## config.mk

```make
export PLATFORM = sky130hd
export DESIGN_NAME = sac_ctrl
export DESIGN_NICKNAME = d
export VERILOG_FILES = /design/src/rtl/sac_pkg.sv /design/src/rtl/sac_ctrl.sv
export SDC_FILE = /design/constraint.sdc
export NUM_CORES = 1
export LEC_CHECK = 0
export ABC_AREA = 0
export ABC_CLOCK_PERIOD_IN_PS = 2210
export BUFFER_PORTS_ARGS = -buffer_cell sky130_fd_sc_hd__buf_2
export CAP_MARGIN = 0
export CORE_AREA = 2 2 39 41
export DETAILED_ROUTE_END_ITERATION = 8
export DIE_AREA = 0 0 41 43
export GPL_TIMING_DRIVEN = 1
export PLACE_DENSITY = 0.34
export SYNTH_ARGS = -nofsm -noshare
export SYNTH_HDL_FRONTEND = slang
export SYNTH_SLANG_ARGS = --single-unit
```

## constraint.sdc

```tcl
create_clock -name clk -period 2.21 [get_ports clk]
set_clock_uncertainty 0.1 [all_clocks]
set_input_delay 0.442 -clock clk [delete_from_list [all_inputs] [get_ports clk]]
set_output_delay 0.442 -clock clk [all_outputs]
set_load 0.02 [all_outputs]
```

## src/rtl/sac_pkg.sv

```systemverilog
// ----------------------------------------------------------------------------
// sac_pkg
// Shared widths, register indexes, defaults and control types for the
// set-associative cache tag controller.
// ----------------------------------------------------------------------------
package sac_pkg;

    // parameter defaults
    localparam int SETS_DEF      = 64;
    localparam int WAYS_DEF      = 4;
    localparam int ADDR_BITS_DEF = 32;

    // fixed field widths
    localparam int ADDR_FIELD_W = 32;
    localparam int OFFSET_W     = 4;
    localparam int INDEX_W      = 3;
    localparam int WAY_OUT_W    = 2;

    // configuration port
    localparam int CFG_IDX_W  = 2;
    localparam int CFG_DATA_W = 4;

    localparam logic [CFG_IDX_W-1:0] REG_WRITE_BACK   = 2'd0;
    localparam logic [CFG_IDX_W-1:0] REG_REPLACE_FIFO = 2'd1;
    localparam logic [CFG_IDX_W-1:0] REG_OFFSET_BITS  = 2'd2;
    localparam logic [CFG_IDX_W-1:0] REG_INDEX_BITS   = 2'd3;

    // register reset values
    localparam logic                WRITE_BACK_RST   = 1'b1;
    localparam logic                REPLACE_FIFO_RST = 1'b0;
    localparam logic [OFFSET_W-1:0] OFFSET_BITS_RST  = 4'd4;
    localparam logic [INDEX_W-1:0]  INDEX_BITS_RST   = 3'd6;

    // largest k with 2^k <= n, capped at 12
    function automatic int floor_log2(input int n);
        int k;
        k = 0;
        for (int i = 1; i <= 12; i++)
        begin
            if ((1 << i) <= n)
            begin
                k = i;
            end
        end
        return k;
    endfunction

    // controller to datapath commands
    typedef struct packed {
        logic capture;  // take the request beat, read the set row
        logic commit;   // resolve the lookup, update the set, load result
    } sac_cmd_t;

endpackage

```

## src/rtl/sac_ctrl.sv

```systemverilog
// ----------------------------------------------------------------------------
// sac_ctrl
// Sequencer: accepts a request, runs the lookup cycle, owns the result
// valid flag.
// ----------------------------------------------------------------------------
module sac_ctrl
    import sac_pkg::*;
(
    input  logic     clk,
    input  logic     rst_n,
    input  logic     s_tvalid,
    output logic     s_tready,
    output logic     m_tvalid,
    input  logic     m_tready,
    output sac_cmd_t cmd
);

    typedef enum logic [1:0] {
        ST_IDLE   = 2'b01,
        ST_LOOKUP = 2'b10
    } state_t;

    state_t state_reg;
    state_t state_next;
    logic   out_valid_reg;
    logic   out_valid_next;
    logic   slot_free;

    assign slot_free   = !out_valid_reg || m_tready;
    assign s_tready    = (state_reg == ST_IDLE);
    assign cmd.capture = s_tvalid && (state_reg == ST_IDLE);
    assign cmd.commit  = (state_reg == ST_LOOKUP) && slot_free;
    assign m_tvalid    = out_valid_reg;

    always_comb
    begin
        state_next = state_reg;
        case (state_reg)
            ST_IDLE:
            begin
                if (cmd.capture)
                begin
                    state_next = ST_LOOKUP;
                end
            end
            ST_LOOKUP:
            begin
                if (slot_free)
                begin
                    state_next = ST_IDLE;
                end
            end
            default:
            begin
                state_next = ST_IDLE;
            end
        endcase
    end

    always_comb
    begin
        if (cmd.commit)
        begin
            out_valid_next = 1'b1;
        end
        else if (m_tready)
        begin
            out_valid_next = 1'b0;
        end
        else
        begin
            out_valid_next = out_valid_reg;
        end
    end

    always_ff @(posedge clk or negedge rst_n)
    begin
        if (!rst_n)
        begin
            state_reg     <= ST_IDLE;
            out_valid_reg <= 1'b0;
        end
        else
        begin
            state_reg     <= state_next;
            out_valid_reg <= out_valid_next;
        end
    end

    // a captured request always gets its lookup cycle next
    a_capture_to_lookup: assert property (@(posedge clk) disable iff (!rst_n)
        cmd.capture |=> state_reg == ST_LOOKUP)
        else $error("capture not followed by lookup");

    // a committed lookup always presents a result
    a_commit_to_valid: assert property (@(posedge clk) disable iff (!rst_n)
        cmd.commit |=> out_valid_reg)
        else $error("commit without result");

    // a blocked lookup holds until the result slot frees
    a_lookup_holds: assert property (@(posedge clk) disable iff (!rst_n)
        (state_reg == ST_LOOKUP) && !slot_free |=> state_reg == ST_LOOKUP)
        else $error("lookup left while result slot busy");

endmodule

```

==> impl_metrics.json, run 1 <==
{
  "run_status": "finished, final reports clean",
  "ioPinCount": 8,
  "slowest_delay_ns": 0.52,
  "nFillCells": 158,
  "gp_congestion": 0.502,
  "max-cap-violations": 0,
  "rrSetupSlack_ns": 1.18,
  "hold_end": "state_reg[0]",
  "tritoncts.num_buffers": 3,
  "drt_iter0_drc": 0,
  "coreArea_um2": 1380,
  "setup_viol_count_final": 0,
  "track_usage_pct": 4.73,
  "slew_violations": 0,
  "diodes": 0,
  "synthFlopType": "dfrtp_1",
  "viasPerCell": 3.05,
  "num-nets-final": 28,
  "hold_viol_final": 0,
  "grt_setup_unrepaired": "false",
  "crit_type": "reg -> out",
  "synth_top_area_cell": "dfrtp_1",
  "place_hpwl_um": 243,
  "synth_edf_count": 0,
  "power_density_nw_per_um2": 908,
  "clock_sinks": 3,
  "endpoint_kind": "primary output",
  "period_share_pct": 75.4,
  "ys_seq_area_share_pct": 55.5,
  "largest_reg_flops": 2,
  "first_pass_iters": 1,
  "place.port_buffers": 7,
  "r2r_end": "state_reg[0]",
  "fin_setup_tns_ns": 0,
  "irDropWorstVdd_mv": 0.171,
  "total_leakage_power_nw": 0.111,
  "overflow": 0,
  "grt_pass1_vias": 133,
  "relSlewSlack_pct": 90.3,
  "synth_area_leaders": "dfrtp_1, dfstp_2, nand2b_1",
  "yosysUniqueCellTypes": 9,
  "hold_path_startpoint": "s_tvalid",
  "cp_cell_sequence": "nand2b_1 -> nor2b_1 -> buf_2",
  "cts_tree": "yes",
  "cts_root_buf": "clkbuf_4",
  "tightest_slew_ns": 0.145,
  "h-tree-depth": 1,
  "clock_power_share_pct": 46.5,
  "switching_share_pct": 26.2,
  "syn_inst": 12,
  "initial_core_util_pct": 9.95,
  "power.share.combinational_pct": 20.1,
  "die_h_um": 43,
  "fmax_ghz": 0.600,
  "drive_above_1_share_pct": 47.8,
  "synth_area_um2": 138,
  "synth_xor_area_share_pct": 0,
  "synth-seq-cells": 3,
  "intPower_w": 0.000148,
  "yosys-top-cells-count": "dfrtp_1, nand2b_1, nor2b_1",
  "num_vias": 119,
  "start_kind": "flip-flop",
  "cts_setup_buffers": 0,
  "synth_compound_area_share_pct": 11.8,
  "row_count": 14,
  "hold_depth": 2,
  "areaGrowthSynthToFinish_pct": 60.9,
  "crit_start": "state_reg[0]",
  "syn_nets": 16,
  "grt_pass1_wl_um": 483,
  "fin_util_pct": 16.0,
  "cts_buffer_depth": 2,
  "worstPathRequired_ns": 1.67,
  "fp.dieArea_um2": 1760,
  "cp_slowest_cell": "dfstp_2",
  "seqPwrFrac_pct": 33.4,
  "arrival_ns": 1.12,
  "period_needed_ns": 1.67,
  "reg2reg_depth": 2,
  "routed_wl_um": 299,
  "synthSimpleGateAreaFrac_pct": 27.3,
  "grt_max_degree": 5,
  "synthAdderAreaFrac_pct": 0,
  "wl_per_cell_um": 7.67,
  "clkSlewWorstSetupHoldPaths_ns": 0.04,
  "drc": 0,
  "r2r_start": "state_reg[0]",
  "synth_top_area_share_pct": 36.4,
  "worstPathMaxFanout": 4,
  "synthMuxAreaShare_pct": 0,
  "power.switching_w": 0.0000528,
  "clk_latency_ns": 0.23,
  "ant_nets": 0,
  "fp.dieW_um": 41,
  "async_reset_ff_share_pct": 100,
  "synth_top_family_by_area": "simple AND/OR/NAND/NOR gates",
  "avgSynthCellArea_um2": 11.5,
  "yosysWarnings": 0,
  "antenna_found_initial": 0,
  "hold_path.class": "in -> reg"
}
-- cell type report --
| type | count | area, µm² | share of cell area, % |
|---|---|---|---|
| sequential | 3 | 76.3 | 34.5 |
| multi-input combinational | 8 | 53.8 | 24.3 |
| timing repair buffer | 8 | 45.0 | 20.3 |
| clock buffer | 4 | 26.3 | 11.9 |
| tap | 16 | 20.0 | 9.04 |
-- layout by cell type, fill, tap and decap left out --
cell type	Yosys	routed
dlygate4sd3_1	0	1
and3b_1	1	1
dfrtp_1	2	2
nor2b_1	2	2
buf_2	0	7
a2bb2oi_1	1	1
dfstp_2	1	1
o21bai_1	1	1
nand2b_1	2	2
clkbuf_1	0	1
clkbuf_4	0	3
nand2_1	1	1
-- power groups by stage --
stage / registers (W) / clock network (W) / logic [W]
floorplan: 0.0000701 / 0 / 0.0000241
global placement: 0.0000676 / 0 / 0.0000391
detailed placement: 0.0000676 / 0 / 0.0000400
CTS: 0.0000670 / 0.0000990 / 0.0000414
global route: 0.0000677 / 0.000104 / 0.0000444
finish: 0.0000671 / 0.0000935 / 0.0000404
-- worst max-delay path by stage --
stage | cells past startpoint | to | slack (ns)
final | 3 | cmd[0] | 0.54
after global routing | 3 | cmd[0] | 0.49
after CTS | 3 | cmd[0] | 0.53
after detailed placement | 4 | cmd[0] | 0.66
after global placement | 4 | cmd[0] | 0.67
after floorplan | 3 | cmd[0] | 0.79
-- repair_timing --
item | CTS | global route
gates resized for setup | 0 | 0
hold endpoints to repair | 2 | 0
endpoints found under the setup margin | 0 | 0
hold buffers | 1 | 0
-- per-stage QoR --
stage	cells	worst slack, ns	hold WS, ns	power [W]	instance area (µm²)
after CTS	39	0.526	0.263	0.000207	221
after global placement	34	0.667	0.139	0.000107	185
after detailed placement	34	0.662	0.144	0.000108	185
after floorplan	12	0.785	0.0464	0.0000942	138
after global routing	39	0.494	0.278	0.000216	221
final	39	0.544	0.265	0.000201	221
-- routing by layer --
metal	global-route usage [%]	part of all wire, %
met2	4.38	32
met5	0	0
met1	5.52	47
met4	4.00	0
met3	5.24	20
-- logic make-up after synthesis --
| logic type | count (synthesis) |
|---|---|
| AOI/OAI and AO/OA | 2 |
| buffers and inverters | 1 |
| DFF | 3 |
| and+or+nand+nor | 6 |
-- critical path: cells and delay by family (launching register included) --
| family | cells | cell delay [ns] |
|---|---|---|
| AND/OR/NAND/NOR | 2 | 0.22 |
| flip-flops | 1 | 0.52 |
| buffers and inverters | 1 | 0.15 |
No activity file was read; power rests on OpenSTA's default activity.
==> inputs of run 2 (changes only) <==
--- a/config.mk
+++ b/config.mk
@@ -6,7 +6,7 @@
 export NUM_CORES = 1
 export LEC_CHECK = 0
 export ABC_AREA = 0
-export ABC_CLOCK_PERIOD_IN_PS = 2210
+export ABC_CLOCK_PERIOD_IN_PS = 1500
 export BUFFER_PORTS_ARGS = -buffer_cell sky130_fd_sc_hd__buf_2
 export CAP_MARGIN = 0
 export CORE_AREA = 2 2 39 41
==> constraint.sdc (replaced) <==
create_clock -name clk -period 1.5 [get_ports clk]
set_clock_uncertainty 0.1 [all_clocks]
set_input_delay 0.3 -clock clk [delete_from_list [all_inputs] [get_ports clk]]
set_output_delay 0.3 -clock clk [all_outputs]
set_load 0.02 [all_outputs]
==> run 2 against run 1 <==
Effect of this change:
- total power grew 60%
- wire length up 14%
- global-route usage grew 0.40 points
- cell count increased by 5.1%
- sequential share of layout area shrank 5.0 points
- via count grew 6.7%
- non-clock buffer count grew 2
- die area is the same
- first-iteration DRC count is 3 higher
- critical endpoint unchanged
- largest power group unchanged
==> impl_metrics.json, run 2 (synthesis results as in run 1) <==
{
  "worstPathRequired_ns": 1.10,
  "wl_per_cell_um": 8.34,
  "cts_tree": "yes",
  "dp_worst_setup_slack_ns": 0.220,
  "setup_viol_count_final": 0,
  "hold_path.class": "in -> reg",
  "start_kind": "flip-flop",
  "viasPerCell": 3.10,
  "run_status": "finished, final reports clean",
  "routed_wl_um": 342,
  "crit_type": "reg -> out",
  "num-nets-final": 30,
  "relSlewSlack_pct": 89.3,
  "max-cap-violations": 0,
  "clk_latency_ns": 0.23,
  "hold_viol_final": 0,
  "period_needed_ns": 1.47,
  "hold_path_startpoint": "s_tvalid",
  "switching_share_pct": 26.5,
  "tritoncts.num_buffers": 3,
  "period_share_pct": 98.3,
  "clock_sinks": 3,
  "power.switching_w": 0.0000852,
  "row_count": 14,
  "fmax_ghz": 0.678,
  "r2r_end": "state_reg[1]",
  "arrival_ns": 1.07,
  "drive_above_1_share_pct": 64.0,
  "placed_cells": 34,
  "ioPinCount": 8,
  "seqPwrFrac_pct": 31.9,
  "place.port_buffers": 7,
  "hold_end": "state_reg[0]",
  "drc": 0,
  "fin_cells": 41,
  "grt_max_degree": 5,
  "overflow": 0,
  "tightest_slew_ns": 0.161,
  "fin_setup_tns_ns": 0,
  "place_hpwl_um": 255,
  "num_vias": 127,
  "total_leakage_power_nw": 0.131,
  "reg2reg_depth": 3,
  "h-tree-depth": 1,
  "intPower_w": 0.000236,
  "drt_iter0_drc": 3,
  "track_usage_pct": 5.14,
  "antenna_found_initial": 0,
  "largest_reg_flops": 2,
  "rrSetupSlack_ns": 0.35,
  "endpoint_kind": "primary output",
  "initial_core_util_pct": 9.95,
  "layout_common_cells": "buf_2, buf_4, clkbuf_4",
  "r2r_start": "state_reg[1]",
  "hold_depth": 2,
  "gp_congestion": 0.490,
  "irDropWorstVdd_mv": 0.454,
  "fp.dieW_um": 41,
  "clock_power_share_pct": 43.0,
  "clkSlewWorstSetupHoldPaths_ns": 0.04,
  "diodes": 0,
  "nFillCells": 156,
  "worstPathMaxFanout": 3,
  "power_density_nw_per_um2": 1240,
  "ant_nets": 0,
  "die_h_um": 43,
  "cts_root_buf": "clkbuf_4",
  "first_pass_iters": 2,
  "power.share.combinational_pct": 25.1,
  "cts_buffer_depth": 2,
  "final.setup.worst_slack_ns": 0.0257,
  "grt_pass1_wl_um": 503,
  "coreArea_um2": 1380,
  "fp.dieArea_um2": 1760,
  "grt_setup_unrepaired": "true",
  "slew_violations": 0,
  "grt_pass1_vias": 129,
  "areaGrowthSynthToFinish_pct": 88.2
}
## run 2: changes by cell type in the layout (fill, tap and decap cells not counted), sizes merged
cell,before,now
buf,7,9
## run 2: power groups by stage
stage | Combinational, W | Sequential (W) | Clock [W]
detailed placement | 0.0000593 | 0.000101 | 0
global route | 0.0000862 | 0.000104 | 0.000159
finish | 0.0000806 | 0.000103 | 0.000138
floorplan | 0.0000355 | 0.000103 | 0
global placement | 0.0000576 | 0.0000996 | 0
CTS | 0.0000701 | 0.000102 | 0.000146
## run 2: routing by layer
layer / share of wire (%) / track usage [%] / vias to the layer above
met5: 0 / 0 / -
met4: 0 / 6.00 / 0
met3: 15 / 4.71 / 0
met2: 34 / 4.38 / 8
met1: 51 / 6.17 / 54
li1: - / - / 65
## run 2: repair_timing
action                                 CTS  global route
hold buffers                             1             0
gates cloned                             0             0
setup buffers                            0             2
resized for setup                        4             3
endpoints found under the hold margin    3             0
setup endpoints to repair                2             3
## run 2: final cells by class
class | instances | area (µm²) | share of cell area [%]
clock buffer | 4 | 26.3 | 10.1
multi-input combinational | 8 | 65.1 | 25.1
sequential | 3 | 76.3 | 29.5
tap | 16 | 20.0 | 7.73
timing repair buffer | 10 | 71.3 | 27.5
## run 2: per-stage QoR
stage | hold slack (ns) | area (µm²) | power [W] | utilization [%]
floorplan | -0.0956 | 138 | 0.000139 | -
global placement | -0.00423 | 185 | 0.000157 | 13.4
global route | 0.130 | 259 | 0.000348 | 18.7
CTS | 0.121 | 236 | 0.000318 | 17.1
detailed placement | -0.00103 | 185 | 0.000160 | 13.4
finish | 0.129 | 259 | 0.000321 | 18.7
## run 2: worst max-delay path by stage
stage / from / end / slack (ns)
floorplan: state_reg[0] / s_tready / 0.23
global placement: state_reg[0] / cmd[0] / 0.23
detailed placement: state_reg[0] / cmd[0] / 0.22
CTS: state_reg[0] / cmd[0] / 0.01
global route: state_reg[0] / s_tready / -0.02
finish: state_reg[0] / cmd[0] / 0.03
## run 2: worst max-delay path: stages (launching register included)
cell and delay, ns:
dfstp_2 0.53, nand2b_4 0.13, nor2b_1 0.04, buf_4 0.15
